**src/design/tkee_pkg.sv**
```systemverilog
package tkee_pkg;

  localparam int QUEUE_DEPTH_DEF = 4;

  // config register indexes
  localparam logic [1:0] CFG_MODIFY_LEVEL = 2'd0;
  localparam logic [1:0] CFG_APP_KEYPAD   = 2'd1;
  localparam logic [1:0] CFG_APP_CURSOR   = 2'd2;

  // modify levels
  localparam logic [1:0] LVL_LEGACY = 2'd0;
  localparam logic [1:0] LVL_MOK1   = 2'd1;
  localparam logic [1:0] LVL_MOK2   = 2'd2;
  localparam logic [1:0] LVL_CSIU   = 2'd3;

  // key codes
  localparam logic [5:0] KEY_NONE     = 6'd0;
  localparam logic [5:0] KEY_LAST_CUR = 6'd6;
  localparam logic [5:0] KEY_INSERT   = 6'd7;
  localparam logic [5:0] KEY_PGDN     = 6'd10;
  localparam logic [5:0] KEY_F1       = 6'd11;
  localparam logic [5:0] KEY_F5       = 6'd15;
  localparam logic [5:0] KEY_ENTER    = 6'd23;
  localparam logic [5:0] KEY_TAB      = 6'd24;
  localparam logic [5:0] KEY_BKSP     = 6'd25;
  localparam logic [5:0] KEY_ESC      = 6'd26;
  localparam logic [5:0] KEY_SPACE    = 6'd27;
  localparam logic [5:0] KEY_KP_FIRST = 6'd28;
  localparam logic [5:0] KEY_KP_ENTER = 6'd44;

  // bytes
  localparam logic [7:0] BYTE_ESC   = 8'h1B;
  localparam logic [7:0] BYTE_LBRK  = 8'h5B;  // '['
  localparam logic [7:0] BYTE_SS3   = 8'h4F;  // 'O'
  localparam logic [7:0] BYTE_SEMI  = 8'h3B;  // ';'
  localparam logic [7:0] BYTE_ZERO  = 8'h30;  // '0'
  localparam logic [7:0] BYTE_TILDE = 8'h7E;
  localparam logic [7:0] BYTE_U     = 8'h75;  // 'u'
  localparam logic [7:0] BYTE_Z     = 8'h5A;  // 'Z'
  localparam logic [7:0] BYTE_LF    = 8'h0A;
  localparam logic [7:0] BYTE_CR    = 8'h0D;
  localparam logic [7:0] BYTE_BS    = 8'h08;
  localparam logic [7:0] BYTE_DEL   = 8'h7F;
  localparam logic [7:0] BYTE_TAB   = 8'h09;
  localparam logic [7:0] BYTE_SP    = 8'h20;
  localparam logic [7:0] BYTE_NUL   = 8'h00;

  localparam logic [6:0] NUM_CSI27 = 7'd27;
  localparam logic [6:0] NUM_CR    = 7'd13;
  localparam logic [6:0] NUM_TAB   = 7'd9;
  localparam logic [6:0] NUM_DEL   = 7'd127;
  localparam logic [6:0] NUM_ESC   = 7'd27;
  localparam logic [6:0] NUM_ONE   = 7'd1;

  typedef enum logic [1:0] {
    INTRO_NONE,
    INTRO_CSI,
    INTRO_SS3
  } intro_t;

  // one decimal field, most significant digit in dig[0]
  typedef struct packed {
    logic [1:0]      ndig;
    logic [2:0][3:0] dig;
  } num_t;

  // sequence template: [ESC] [intro] [num {; num}] final
  typedef struct packed {
    logic            esc;
    intro_t          intro;
    logic [1:0]      nnum;
    num_t [2:0]      num;
    logic [7:0]      fin;
  } desc_t;

  typedef struct packed {
    logic empty;
    logic full;
  } q_status_t;

  typedef enum logic [2:0] {
    BK_IDLE,
    BK_ESC,
    BK_INTRO,
    BK_DIGIT,
    BK_SEMI,
    BK_FINAL
  } bk_state_t;

  // values below 128 to decimal digits; tens by reciprocal multiply
  function automatic num_t to_dec(input logic [6:0] v);
    logic        hund;
    logic [6:0]  r;
    logic [14:0] prod;
    logic [3:0]  tens;
    logic [3:0]  ones;
    num_t        n;
    hund = (v >= 7'd100);
    r    = hund ? 7'(v - 7'd100) : v;
    prod = 15'(r) * 15'd205;
    tens = prod[14:11];
    ones = 4'(r - 7'(7'(tens) * 7'd10));
    n    = '0;
    if (hund) begin
      n.ndig   = 2'd3;
      n.dig[0] = 4'd1;
      n.dig[1] = tens;
      n.dig[2] = ones;
    end else if (v >= 7'd10) begin
      n.ndig   = 2'd2;
      n.dig[0] = tens;
      n.dig[1] = ones;
    end else begin
      n.ndig   = 2'd1;
      n.dig[0] = ones;
    end
    return n;
  endfunction

  function automatic logic [7:0] cursor_final(input logic [2:0] i);
    case (i)
      3'd0:    return 8'h41;  // A
      3'd1:    return 8'h42;  // B
      3'd2:    return 8'h43;  // C
      3'd3:    return 8'h44;  // D
      3'd4:    return 8'h48;  // H
      default: return 8'h46;  // F
    endcase
  endfunction

  function automatic logic [6:0] edit_code(input logic [1:0] i);
    case (i)
      2'd0:    return 7'd2;
      2'd1:    return 7'd3;
      2'd2:    return 7'd5;
      default: return 7'd6;
    endcase
  endfunction

  function automatic logic [7:0] fkey_final(input logic [1:0] i);
    case (i)
      2'd0:    return 8'h50;  // P
      2'd1:    return 8'h51;  // Q
      2'd2:    return 8'h52;  // R
      default: return 8'h53;  // S
    endcase
  endfunction

  function automatic logic [6:0] fkey_code(input logic [2:0] i);
    case (i)
      3'd0:    return 7'd15;
      3'd1:    return 7'd17;
      3'd2:    return 7'd18;
      3'd3:    return 7'd19;
      3'd4:    return 7'd20;
      3'd5:    return 7'd21;
      3'd6:    return 7'd23;
      default: return 7'd24;
    endcase
  endfunction

  function automatic logic [6:0] text_ucs(input logic [2:0] i);
    case (i)
      3'd0:    return 7'd13;
      3'd1:    return 7'd9;
      3'd2:    return 7'd127;
      3'd3:    return 7'd27;
      default: return 7'd32;
    endcase
  endfunction

  function automatic logic [6:0] csiu_fn_code(input logic [4:0] i);
    case (i)
      5'd0:    return 7'd1;
      5'd1:    return 7'd2;
      5'd2:    return 7'd3;
      5'd3:    return 7'd4;
      5'd4:    return 7'd7;
      5'd5:    return 7'd8;
      5'd6:    return 7'd2;
      5'd7:    return 7'd3;
      5'd8:    return 7'd5;
      5'd9:    return 7'd6;
      5'd10:   return 7'd13;
      5'd11:   return 7'd14;
      5'd12:   return 7'd15;
      5'd13:   return 7'd16;
      5'd14:   return 7'd17;
      5'd15:   return 7'd18;
      5'd16:   return 7'd19;
      5'd17:   return 7'd20;
      5'd18:   return 7'd21;
      5'd19:   return 7'd22;
      5'd20:   return 7'd23;
      default: return 7'd24;
    endcase
  endfunction

  function automatic logic [7:0] kp_num(input logic [4:0] i);
    case (i)
      5'd10:   return 8'h2E;  // .
      5'd11:   return 8'h2F;  // /
      5'd12:   return 8'h2A;  // *
      5'd13:   return 8'h2D;  // -
      5'd14:   return 8'h2B;  // +
      5'd15:   return 8'h2C;  // ,
      5'd16:   return 8'h0D;  // keypad Enter
      default: return 8'(8'h30 + 8'(i));
    endcase
  endfunction

  function automatic logic [7:0] kp_app(input logic [4:0] i);
    case (i)
      5'd10:   return 8'h6E;  // n
      5'd11:   return 8'h6F;  // o
      5'd12:   return 8'h6A;  // j
      5'd13:   return 8'h6B;  // k
      5'd14:   return 8'h6C;  // l
      5'd15:   return 8'h6C;  // l
      5'd16:   return 8'h4D;  // M
      default: return 8'(8'h70 + 8'(i));
    endcase
  endfunction

endpackage

```
**src/design/tkee_queue.sv**
```systemverilog
module tkee_queue #(
  parameter int DEPTH = tkee_pkg::QUEUE_DEPTH_DEF
) (
  input  logic                clk,
  input  logic                rst_n,
  input  logic                wr_en,
  input  tkee_pkg::desc_t     wr_data,
  input  logic                rd_en,
  output tkee_pkg::desc_t     rd_data,
  output tkee_pkg::q_status_t status
);

  localparam int PW = (DEPTH > 1) ? $clog2(DEPTH) : 1;
  localparam int CW = $clog2(DEPTH + 1);

  tkee_pkg::desc_t mem_r [DEPTH];
  logic [PW-1:0]   wr_ptr_r, wr_ptr_nxt;
  logic [PW-1:0]   rd_ptr_r, rd_ptr_nxt;
  logic [CW-1:0]   cnt_r, cnt_nxt;

  assign status.empty = (cnt_r == '0);
  assign status.full  = (cnt_r == CW'(DEPTH));
  assign rd_data      = mem_r[rd_ptr_r];

  always_comb begin
    wr_ptr_nxt = wr_ptr_r;
    rd_ptr_nxt = rd_ptr_r;
    cnt_nxt    = cnt_r;
    if (wr_en) begin
      wr_ptr_nxt = (wr_ptr_r == PW'(DEPTH - 1)) ? '0 : PW'(wr_ptr_r + 1'b1);
    end
    if (rd_en) begin
      rd_ptr_nxt = (rd_ptr_r == PW'(DEPTH - 1)) ? '0 : PW'(rd_ptr_r + 1'b1);
    end
    if (wr_en && !rd_en) begin
      cnt_nxt = CW'(cnt_r + 1'b1);
    end else if (rd_en && !wr_en) begin
      cnt_nxt = CW'(cnt_r - 1'b1);
    end
  end

  always_ff @(posedge clk) begin
    if (!rst_n) begin
      wr_ptr_r <= '0;
      rd_ptr_r <= '0;
      cnt_r    <= '0;
    end else begin
      wr_ptr_r <= wr_ptr_nxt;
      rd_ptr_r <= rd_ptr_nxt;
      cnt_r    <= cnt_nxt;
    end
  end

  always_ff @(posedge clk) begin
    if (wr_en) begin
      mem_r[wr_ptr_r] <= wr_data;
    end
  end

endmodule

```
**src/design/tkee_front.sv**
```systemverilog
module tkee_front (
  input  logic                clk,
  input  logic                rst_n,
  input  logic                cfg_we,
  input  logic [1:0]          cfg_index,
  input  logic [1:0]          cfg_data,
  input  logic                start,
  output logic                busy,
  input  logic [5:0]          in_key_code,
  input  logic                in_mod_shift,
  input  logic                in_mod_alt,
  input  logic                in_mod_ctrl,
  input  logic                in_mod_meta,
  input  tkee_pkg::q_status_t q_status,
  output logic                push,
  output tkee_pkg::desc_t     desc
);

  logic [1:0] modify_level_r, modify_level_nxt;
  logic       app_keypad_r, app_keypad_nxt;
  logic       app_cursor_r, app_cursor_nxt;

  logic            any, esc, is_text, is_kp, known, enc;
  logic [4:0]      mp, mp1;
  logic [5:0]      kk;
  logic [4:0]      kp_idx;
  logic [6:0]      n0, n1, n2;
  tkee_pkg::desc_t d;

  // config registers
  always_comb begin
    modify_level_nxt = modify_level_r;
    app_keypad_nxt   = app_keypad_r;
    app_cursor_nxt   = app_cursor_r;
    if (cfg_we) begin
      unique case (cfg_index)
        tkee_pkg::CFG_MODIFY_LEVEL: modify_level_nxt = cfg_data;
        tkee_pkg::CFG_APP_KEYPAD:   app_keypad_nxt   = cfg_data[0];
        tkee_pkg::CFG_APP_CURSOR:   app_cursor_nxt   = cfg_data[0];
        default: ;
      endcase
    end
  end

  always_ff @(posedge clk) begin
    if (!rst_n) begin
      modify_level_r <= tkee_pkg::LVL_LEGACY;
      app_keypad_r   <= 1'b0;
      app_cursor_r   <= 1'b0;
    end else begin
      modify_level_r <= modify_level_nxt;
      app_keypad_r   <= app_keypad_nxt;
      app_cursor_r   <= app_cursor_nxt;
    end
  end

  assign any     = in_mod_shift | in_mod_alt | in_mod_ctrl | in_mod_meta;
  assign esc     = in_mod_alt | in_mod_meta;
  assign mp      = 5'({1'b0, in_mod_meta, in_mod_ctrl, in_mod_alt, in_mod_shift} + 5'd1);
  assign mp1     = 5'(mp + 5'd1);
  assign is_text = (in_key_code >= tkee_pkg::KEY_ENTER) && (in_key_code <= tkee_pkg::KEY_SPACE);
  assign is_kp   = (in_key_code >= tkee_pkg::KEY_KP_FIRST)
                && (in_key_code <= tkee_pkg::KEY_KP_ENTER);
  assign known   = (in_key_code != tkee_pkg::KEY_NONE)
                && (in_key_code <= tkee_pkg::KEY_KP_ENTER);
  assign kp_idx  = 5'(in_key_code - tkee_pkg::KEY_KP_FIRST);
  // modified keypad Enter goes down the main Enter path
  assign kk      = (in_key_code == tkee_pkg::KEY_KP_ENTER) ? tkee_pkg::KEY_ENTER : in_key_code;

  // classification into a sequence template
  always_comb begin
    d     = '0;
    enc   = 1'b1;
    n0    = '0;
    n1    = '0;
    n2    = '0;
    if (!known) begin
      enc = 1'b0;
    end else if (modify_level_r == tkee_pkg::LVL_CSIU && any) begin
      d.intro = tkee_pkg::INTRO_CSI;
      d.nnum  = 2'd2;
      if (is_text) begin
        n0 = tkee_pkg::text_ucs(3'(in_key_code - tkee_pkg::KEY_ENTER));
      end else if (is_kp) begin
        n0 = 7'(tkee_pkg::kp_num(kp_idx));
      end else begin
        n0 = tkee_pkg::csiu_fn_code(5'(in_key_code - 6'd1));
      end
      n1    = 7'(mp1);
      d.fin = tkee_pkg::BYTE_U;
    end else if (modify_level_r == tkee_pkg::LVL_MOK2 && any
                 && (is_text || in_key_code == tkee_pkg::KEY_KP_ENTER)) begin
      d.intro = tkee_pkg::INTRO_CSI;
      d.nnum  = 2'd3;
      n0      = tkee_pkg::NUM_CSI27;
      n1      = 7'(mp);
      n2      = is_text ? tkee_pkg::text_ucs(3'(in_key_code - tkee_pkg::KEY_ENTER))
                        : tkee_pkg::NUM_CR;
      d.fin   = tkee_pkg::BYTE_TILDE;
    end else if (modify_level_r == tkee_pkg::LVL_MOK1 && (in_mod_ctrl || in_mod_alt)
                 && (in_key_code == tkee_pkg::KEY_ENTER || in_key_code == tkee_pkg::KEY_KP_ENTER
                     || in_key_code == tkee_pkg::KEY_TAB || in_key_code == tkee_pkg::KEY_BKSP
                     || in_key_code == tkee_pkg::KEY_ESC)) begin
      d.intro = tkee_pkg::INTRO_CSI;
      d.nnum  = 2'd3;
      n0      = tkee_pkg::NUM_CSI27;
      n1      = 7'(mp);
      case (in_key_code)
        tkee_pkg::KEY_TAB:  n2 = tkee_pkg::NUM_TAB;
        tkee_pkg::KEY_BKSP: n2 = tkee_pkg::NUM_DEL;
        tkee_pkg::KEY_ESC:  n2 = tkee_pkg::NUM_ESC;
        default:            n2 = tkee_pkg::NUM_CR;
      endcase
      d.fin   = tkee_pkg::BYTE_TILDE;
    end else if (is_kp && !(in_key_code == tkee_pkg::KEY_KP_ENTER && any)) begin
      if (!any) begin
        if (app_keypad_r) begin
          d.esc   = 1'b1;
          d.intro = tkee_pkg::INTRO_SS3;
          d.fin   = tkee_pkg::kp_app(kp_idx);
        end else begin
          d.fin   = tkee_pkg::kp_num(kp_idx);
        end
      end else if (in_mod_ctrl) begin
        enc = 1'b0;
      end else begin
        d.esc = esc;
        d.fin = tkee_pkg::kp_num(kp_idx);
      end
    end else if (kk == tkee_pkg::KEY_ENTER) begin
      d.esc = esc;
      d.fin = in_mod_ctrl ? tkee_pkg::BYTE_LF : tkee_pkg::BYTE_CR;
    end else if (kk == tkee_pkg::KEY_TAB) begin
      if (in_mod_shift && !in_mod_ctrl && !in_mod_alt && !in_mod_meta) begin
        d.esc   = 1'b1;
        d.intro = tkee_pkg::INTRO_CSI;
        d.fin   = tkee_pkg::BYTE_Z;
      end else begin
        d.esc = esc;
        d.fin = tkee_pkg::BYTE_TAB;
      end
    end else if (kk == tkee_pkg::KEY_BKSP) begin
      d.esc = esc;
      d.fin = in_mod_ctrl ? tkee_pkg::BYTE_BS : tkee_pkg::BYTE_DEL;
    end else if (kk == tkee_pkg::KEY_ESC) begin
      // a lone ESC, whatever modifiers are set when this branch is reached
      d.fin = tkee_pkg::BYTE_ESC;
    end else if (kk == tkee_pkg::KEY_SPACE) begin
      d.esc = esc;
      d.fin = in_mod_ctrl ? tkee_pkg::BYTE_NUL : tkee_pkg::BYTE_SP;
    end else if (kk <= tkee_pkg::KEY_LAST_CUR) begin
      d.esc = 1'b1;
      d.fin = tkee_pkg::cursor_final(3'(kk - 6'd1));
      if (any) begin
        d.intro = tkee_pkg::INTRO_CSI;
        d.nnum  = 2'd2;
        n0      = tkee_pkg::NUM_ONE;
        n1      = 7'(mp);
      end else begin
        d.intro = app_cursor_r ? tkee_pkg::INTRO_SS3 : tkee_pkg::INTRO_CSI;
      end
    end else if (kk <= tkee_pkg::KEY_PGDN || kk >= tkee_pkg::KEY_F5) begin
      d.esc   = 1'b1;
      d.intro = tkee_pkg::INTRO_CSI;
      d.nnum  = any ? 2'd2 : 2'd1;
      n0      = (kk <= tkee_pkg::KEY_PGDN)
                ? tkee_pkg::edit_code(2'(kk - tkee_pkg::KEY_INSERT))
                : tkee_pkg::fkey_code(3'(kk - tkee_pkg::KEY_F5));
      n1      = 7'(mp);
      d.fin   = tkee_pkg::BYTE_TILDE;
    end else begin
      // F1 to F4
      d.esc = 1'b1;
      d.fin = tkee_pkg::fkey_final(2'(kk - tkee_pkg::KEY_F1));
      if (any) begin
        d.intro = tkee_pkg::INTRO_CSI;
        d.nnum  = 2'd2;
        n0      = tkee_pkg::NUM_ONE;
        n1      = 7'(mp);
      end else begin
        d.intro = tkee_pkg::INTRO_SS3;
      end
    end
    // every escape sequence with an introducer starts with ESC
    if (d.intro != tkee_pkg::INTRO_NONE) begin
      d.esc = 1'b1;
    end
    d.num[0] = tkee_pkg::to_dec(n0);
    d.num[1] = tkee_pkg::to_dec(n1);
    d.num[2] = tkee_pkg::to_dec(n2);
  end

  assign busy = q_status.full;
  assign push = start && !q_status.full && enc;
  assign desc = d;

endmodule

```
**src/design/tkee_back.sv**
```systemverilog
module tkee_back (
  input  logic                clk,
  input  logic                rst_n,
  input  tkee_pkg::q_status_t q_status,
  input  tkee_pkg::desc_t     head,
  output logic                pop,
  output logic                out_strobe,
  output logic [7:0]          out_byte,
  output logic                out_last_byte
);

  tkee_pkg::bk_state_t state_r, state_nxt;
  tkee_pkg::desc_t     cur_r, cur_nxt;
  logic [1:0]          num_r, num_nxt;
  logic [1:0]          dig_r, dig_nxt;
  logic [3:0]          digit;

  function automatic tkee_pkg::bk_state_t after_intro(input tkee_pkg::desc_t d);
    return (d.nnum != 2'd0) ? tkee_pkg::BK_DIGIT : tkee_pkg::BK_FINAL;
  endfunction

  function automatic tkee_pkg::bk_state_t after_esc(input tkee_pkg::desc_t d);
    return (d.intro != tkee_pkg::INTRO_NONE) ? tkee_pkg::BK_INTRO : after_intro(d);
  endfunction

  function automatic tkee_pkg::bk_state_t first_state(input tkee_pkg::desc_t d);
    return d.esc ? tkee_pkg::BK_ESC : after_esc(d);
  endfunction

  assign digit = cur_r.num[num_r].dig[dig_r];

  always_comb begin
    state_nxt     = state_r;
    cur_nxt       = cur_r;
    num_nxt       = num_r;
    dig_nxt       = dig_r;
    pop           = 1'b0;
    out_strobe    = 1'b1;
    out_last_byte = 1'b0;
    out_byte      = cur_r.fin;
    unique case (state_r)
      tkee_pkg::BK_IDLE: begin
        out_strobe = 1'b0;
      end
      tkee_pkg::BK_ESC: begin
        out_byte  = tkee_pkg::BYTE_ESC;
        state_nxt = after_esc(cur_r);
      end
      tkee_pkg::BK_INTRO: begin
        out_byte  = (cur_r.intro == tkee_pkg::INTRO_SS3) ? tkee_pkg::BYTE_SS3
                                                          : tkee_pkg::BYTE_LBRK;
        state_nxt = after_intro(cur_r);
      end
      tkee_pkg::BK_DIGIT: begin
        out_byte = tkee_pkg::BYTE_ZERO | {4'h0, digit};
        if (2'(dig_r + 2'd1) != cur_r.num[num_r].ndig) begin
          dig_nxt = 2'(dig_r + 2'd1);
        end else if (2'(num_r + 2'd1) != cur_r.nnum) begin
          state_nxt = tkee_pkg::BK_SEMI;
        end else begin
          state_nxt = tkee_pkg::BK_FINAL;
        end
      end
      tkee_pkg::BK_SEMI: begin
        out_byte  = tkee_pkg::BYTE_SEMI;
        num_nxt   = 2'(num_r + 2'd1);
        dig_nxt   = 2'd0;
        state_nxt = tkee_pkg::BK_DIGIT;
      end
      tkee_pkg::BK_FINAL: begin
        out_last_byte = 1'b1;
      end
      default: begin
        out_strobe = 1'b0;
        state_nxt  = tkee_pkg::BK_IDLE;
      end
    endcase
    // next item starts right behind the last byte of this one
    if (state_r == tkee_pkg::BK_IDLE || state_r == tkee_pkg::BK_FINAL) begin
      if (!q_status.empty) begin
        pop       = 1'b1;
        cur_nxt   = head;
        num_nxt   = 2'd0;
        dig_nxt   = 2'd0;
        state_nxt = first_state(head);
      end else begin
        state_nxt = tkee_pkg::BK_IDLE;
      end
    end
  end

  always_ff @(posedge clk) begin
    if (!rst_n) begin
      state_r <= tkee_pkg::BK_IDLE;
    end else begin
      state_r <= state_nxt;
    end
  end

  always_ff @(posedge clk) begin
    cur_r <= cur_nxt;
    num_r <= num_nxt;
    dig_r <= dig_nxt;
  end

endmodule

```
**src/design/terminal_key_event_encoder.sv**
```systemverilog
// Key event to terminal byte sequence encoder.
// Input: a key event is taken at a clock edge with start high and busy low:
//   in_key_code plus the shift, alt, ctrl and meta flags. Unknown codes and
//   keys with no encoding are taken and produce nothing.
// Output: the sequence leaves one byte per cycle on out_byte, flagged by
//   out_strobe for exactly one cycle each; out_last_byte marks the final byte.
//   The receiver has no back-pressure: every strobed byte must be taken.
// Config: cfg_we / cfg_index / cfg_data write modify_level (0), app_keypad (1)
//   and app_cursor (2); write only while no item is in flight.
// Order: an accepted item is written into the queue, popped once the serializer is
//   idle or on its final byte, and then its bytes follow back to back.
// Throughput: an item has 1 to 12 bytes, sent by the one-byte-per-cycle output
//   serializer. The front classifies one item per cycle into a queue of
//   QUEUE_DEPTH sequence templates; busy is high only while that queue is
//   full, so short bursts are absorbed.
// Reset (rst_n low, synchronous): config back to legacy mode with both
//   application flags off, queue emptied, serializer idle, no strobe.
module terminal_key_event_encoder #(
  parameter int QUEUE_DEPTH = tkee_pkg::QUEUE_DEPTH_DEF
) (
  input  logic       clk,
  input  logic       rst_n,
  // config write port
  input  logic       cfg_we,
  input  logic [1:0] cfg_index,
  input  logic [1:0] cfg_data,
  // key event channel
  input  logic       start,
  output logic       busy,
  input  logic [5:0] in_key_code,
  input  logic       in_mod_shift,
  input  logic       in_mod_alt,
  input  logic       in_mod_ctrl,
  input  logic       in_mod_meta,
  // byte channel
  output logic       out_strobe,
  output logic [7:0] out_byte,
  output logic       out_last_byte
);

  tkee_pkg::q_status_t q_status;
  tkee_pkg::desc_t     push_desc;
  tkee_pkg::desc_t     head_desc;
  logic                push;
  logic                pop;

  // front: config registers and key classification
  tkee_front u_front (
    .clk          (clk),
    .rst_n        (rst_n),
    .cfg_we       (cfg_we),
    .cfg_index    (cfg_index),
    .cfg_data     (cfg_data),
    .start        (start),
    .busy         (busy),
    .in_key_code  (in_key_code),
    .in_mod_shift (in_mod_shift),
    .in_mod_alt   (in_mod_alt),
    .in_mod_ctrl  (in_mod_ctrl),
    .in_mod_meta  (in_mod_meta),
    .q_status     (q_status),
    .push         (push),
    .desc         (push_desc)
  );

  // template queue between classification and serialization
  tkee_queue #(
    .DEPTH (QUEUE_DEPTH)
  ) u_queue (
    .clk     (clk),
    .rst_n   (rst_n),
    .wr_en   (push),
    .wr_data (push_desc),
    .rd_en   (pop),
    .rd_data (head_desc),
    .status  (q_status)
  );

  // back: walks a template one byte per cycle
  tkee_back u_back (
    .clk           (clk),
    .rst_n         (rst_n),
    .q_status      (q_status),
    .head          (head_desc),
    .pop           (pop),
    .out_strobe    (out_strobe),
    .out_byte      (out_byte),
    .out_last_byte (out_last_byte)
  );

endmodule

```
**config.mk**
```make
export PLATFORM = sky130hd
export DESIGN_NAME = terminal_key_event_encoder
export DESIGN_NICKNAME = d
export VERILOG_FILES = /design/src/design/tkee_pkg.sv /design/src/design/tkee_queue.sv /design/src/design/tkee_front.sv /design/src/design/tkee_back.sv /design/src/design/terminal_key_event_encoder.sv
export SDC_FILE = /design/constraint.sdc
export NUM_CORES = 1
export LEC_CHECK = 0
export ABC_CLOCK_PERIOD_IN_PS = 7800
export BUFFER_PORTS_ARGS = -buffer_cell sky130_fd_sc_hd__buf_2
export CORE_AREA = 2 2 162 180
export CTS_BUF_LIST = sky130_fd_sc_hd__clkbuf_16
export DETAILED_ROUTE_END_ITERATION = 12
export DIE_AREA = 0 0 164 182
export GPL_ROUTABILITY_DRIVEN = 0
export GPL_TIMING_DRIVEN = 0
export PLACE_DENSITY_LB_ADDON = 0.15
export SKIP_CTS_REPAIR_TIMING = 1
export SLEW_MARGIN = 15
export SYNTH_ARGS = -nofsm -noshare
export SYNTH_HDL_FRONTEND = slang
export SYNTH_SLANG_ARGS = --single-unit
```
**constraint.sdc**
```tcl
create_clock -name clk -period 7.8 [get_ports clk]
set_clock_uncertainty 0.05 [all_clocks]
set_input_delay 0.39 -clock clk [delete_from_list [all_inputs] [get_ports clk]]
set_output_delay 0.39 -clock clk [all_outputs]
set_load 0.02 [all_outputs]
```
==> impl_results.md <==
- Syn Area/Cell: roughly 12 um2
- Slew @ Worst Pin: slightly below 1 ns
- Setup CP Type: in2reg
- Post-synth EDFFs: 254
- Final hold slack: 0.137 ns
- Drt first pass iters: 5
- Post-detailed-placement half-perimeter wirelength: 26900 um
- GR Overflow Total: 0
- Post-synthesis sequential area ratio: between 40 and 50%
- Pwr per Cell Area: about 250 nW/um2
- Worst-path clk slew: about 0.070 ns
- Critical path data arrival time: approximately 7.8 ns
- Synth unique cells: 100
- DRC: 0
- Routed len/inst: between 20 and 25 um
- Design area: 17900 um2
- Min-Delay Path Class: in2reg
- Critical Path End Type: flip-flop
- Buffer levels on the longest clock path: 3
- Total power: 4.57 mW
- Vias after detailed routing: 10900
- Total track usage: approximately a quarter
- Slew Limit Fails: 0
- DP Area: about 17000 um2
- Routed Wire Length: ~36000 um
- CP startpoint kind: input port
- Diode count: 0
- Max rail drop VDD: about 0.21 mV
- CP peak stage delay: roughly 0.5 ns
- Worst path bufs/invs: 7
- Initial antenna violation count: 0
- Async S/R FF share, synth: 0%
- Share of layout cells above drive strength 1: 18.1%
- Final period util: between 90% and 100%
- Setup violators final: 0
- Max-Slew Margin vs Limit: between 30% and 40%
- CTS HTree Levels: 1
- CTS buffer count: 24
- Mapped Cells: ~1300
- Port buffer count: 26
- Required @ worst endpoint: between 8 and 9 ns
- Top FF cell, synth: edfxtp_1
- Layout area overhead: 11.4%
- Max Fclk: about 130 MHz
- CP Max Fanout: 10
- Vias per inst: ~6.2
- Top cell by count, worst path: ha_1
- Number of core rows: 65
- Fin. Hold Viols: 0
- First-pass GRT wire length: ~57000 um
- Gr busiest metal: met2
- # clock sinks: between 200 and 300
- Worst setup startpoint: in_key_code[1]
- Die Width: about 160 um
- YS warnings: 0
- Routing usage on met3: around 2%
- Core region area: 28200 um2
- #FFs+latches synth: approximately 270
- Run status: finished clean
- Root Buffer: clkbuf_16
- Vias in the first global route: 10500
- Cell Area, Synth: between 15000 and 20000 um2
- Initial Util: 57.0%
- Clock Latency Late Sink: approximately 0.50 ns
- Ports: 29
- Hold path start: cfg_data[1]
- CP max-delay cell: fa_1
- Largest net degree at the start of global routing: 52
- Die Y-Extent: approximately 180 um
- ANT nets after route: 0
- Start of the worst register-to-register path: u_front.modify_level_r[1]
- Leakage: roughly 7 nW
- Post-layout net count: roughly 1500
- Max Cap Viol: 0
- Die area: just under 30000 um2
- Clock tree from TritonCTS: done
- Met2 Track Usage GR: 42.7%
- Final min period: about 7.6 ns
- Family with the most delay on the worst path: adder cells
- Met1 Resource Use GR: 33.0%
- DRT iter0 DRCs: ~860
power by group:
group | switching (mW) | leakage (nW) | internal [mW] | total [mW]
clock network | 0.479 | 0.376 | 0.611 | 1.09
logic | 0.861 | 3.99 | 0.579 | 1.44
registers | 0.0983 | 2.47 | 1.94 | 2.04
tightest hold or removal path, stage by stage:
cell and delay (ns):
buf_2 0.08, a21oi_1 0.05, nor2b_1 0.12
area by class of cell:
type | instances | area, um2
buffer | 60 | 308
clock buffer | 25 | 626
clock inverter | 18 | 105
fill | 2160 | 10300
inverter | 91 | 353
multi-input combinational | 873 | 7680
sequential | 274 | 8030
tap | 368 | 460
timing repair buffer | 51 | 374
Yosys cell counts, types with 19 or more instances:
cell	count	share of area, %
buf_2	19	0.59
o21ai_0	54	1.7
nand3_1	24	0.75
clkbuf_1	32	0.75
a21oi_1	78	2.4
inv_1	86	2.0
nor3_1	25	0.78
fa_1	23	2.9
edfxtp_1	254	47
xnor2_1	21	1.1
dfxtp_1	20	2.5
nor2_1	94	2.2
nand2_1	72	1.7
mux4_2	51	7.1
ha_1	121	9.4
final timing paths:
kind                          endpoint  slack (ns)  cells after the start
max reg2reg       u_queue.mem_r[1][39]        0.66                     25
max               u_queue.mem_r[0][11]        0.22                     33
min reg2reg           u_queue.cnt_r[2]        0.45                      2
min          u_front.modify_level_r[1]        0.14                      3
cells by family after synthesis:
group	count (synthesis)	share of synthesized area, %
buffers and inverters	154	4.02
other	1	0.0233
flip-flops	274	49.9
multiplexers	73	8.55
adder cells (fa/ha/maj)	144	12.3
AND/OR/NAND/NOR	312	9.78
XOR/XNOR	37	2.01
AO/OA/AOI/OAI	304	13.5
registers in the layout, summed over array words and instances, names as in the netlist, named ones only:
register                flops
u_back.dig_r                2
u_front.modify_level_r      2
u_back.cur_r               50
u_back.state_r              3
u_queue.mem_r             204
u_queue.rd_ptr_r            2
u_queue.wr_ptr_r            2
u_queue.cnt_r               3
u_back.num_r                2
u_front.app_cursor_r        1
u_front.app_keypad_r        1
layout by cell type, fill, tap and decap left out, drive strengths merged, types with 6 or more instances in the layout:
cell     synthesis  final
edfxtp         254    254
ha             121    121
nor2            94     94
inv             89     93
buf             31     82
a21oi           78     78
nand2           72     72
o21ai           59     59
clkbuf          32     54
mux4            51     51
nor3            28     28
nand3           25     25
fa              23     23
xnor2           21     21
dfxtp           20     20
nor2b           19     19
mux2i           17     17
xor2            16     16
o22ai           16     16
o31ai           16     16
a21o            15     15
and2            15     15
a31oi           14     14
clkinv           2     10
and3             9      9
o211ai           8      8
or3              7      7
nor3b            7      7
a2111oi          7      7
o21a             6      6
a22o             6      6
o2111ai          6      6
o21bai           6      6
nor4             6      6
nand2b           6      6
a211oi           6      6
or2              6      6
per-stage QoR:
| stage | TNS [ns] | util, % | setup slack (ns) | std cells |
|---|---|---|---|---|
| 2_1_floorplan | 0 | - | 0.268 | 1301 |
| 3_3_place_gp | -31.88 | 59.1 | -1.15 | 1695 |
| 3_5_place_dp | -36.70 | 59.7 | -1.30 | 1704 |
| 4_1_cts | -14.60 | 62.2 | -0.792 | 1747 |
| 5_1_grt | -0.158 | 63.5 | -0.0322 | 1760 |
| 6_report | 0 | 63.5 | 0.222 | 1760 |
layer usage:
metal / vias to the layer above / wire [um]
met5: - / 0
met2: 399 / 18300
met3: 70 / 1960
li1: 5103 / -
met4: 0 / 960
met1: 5312 / 15200
Power figures use the tool's default switching activity.
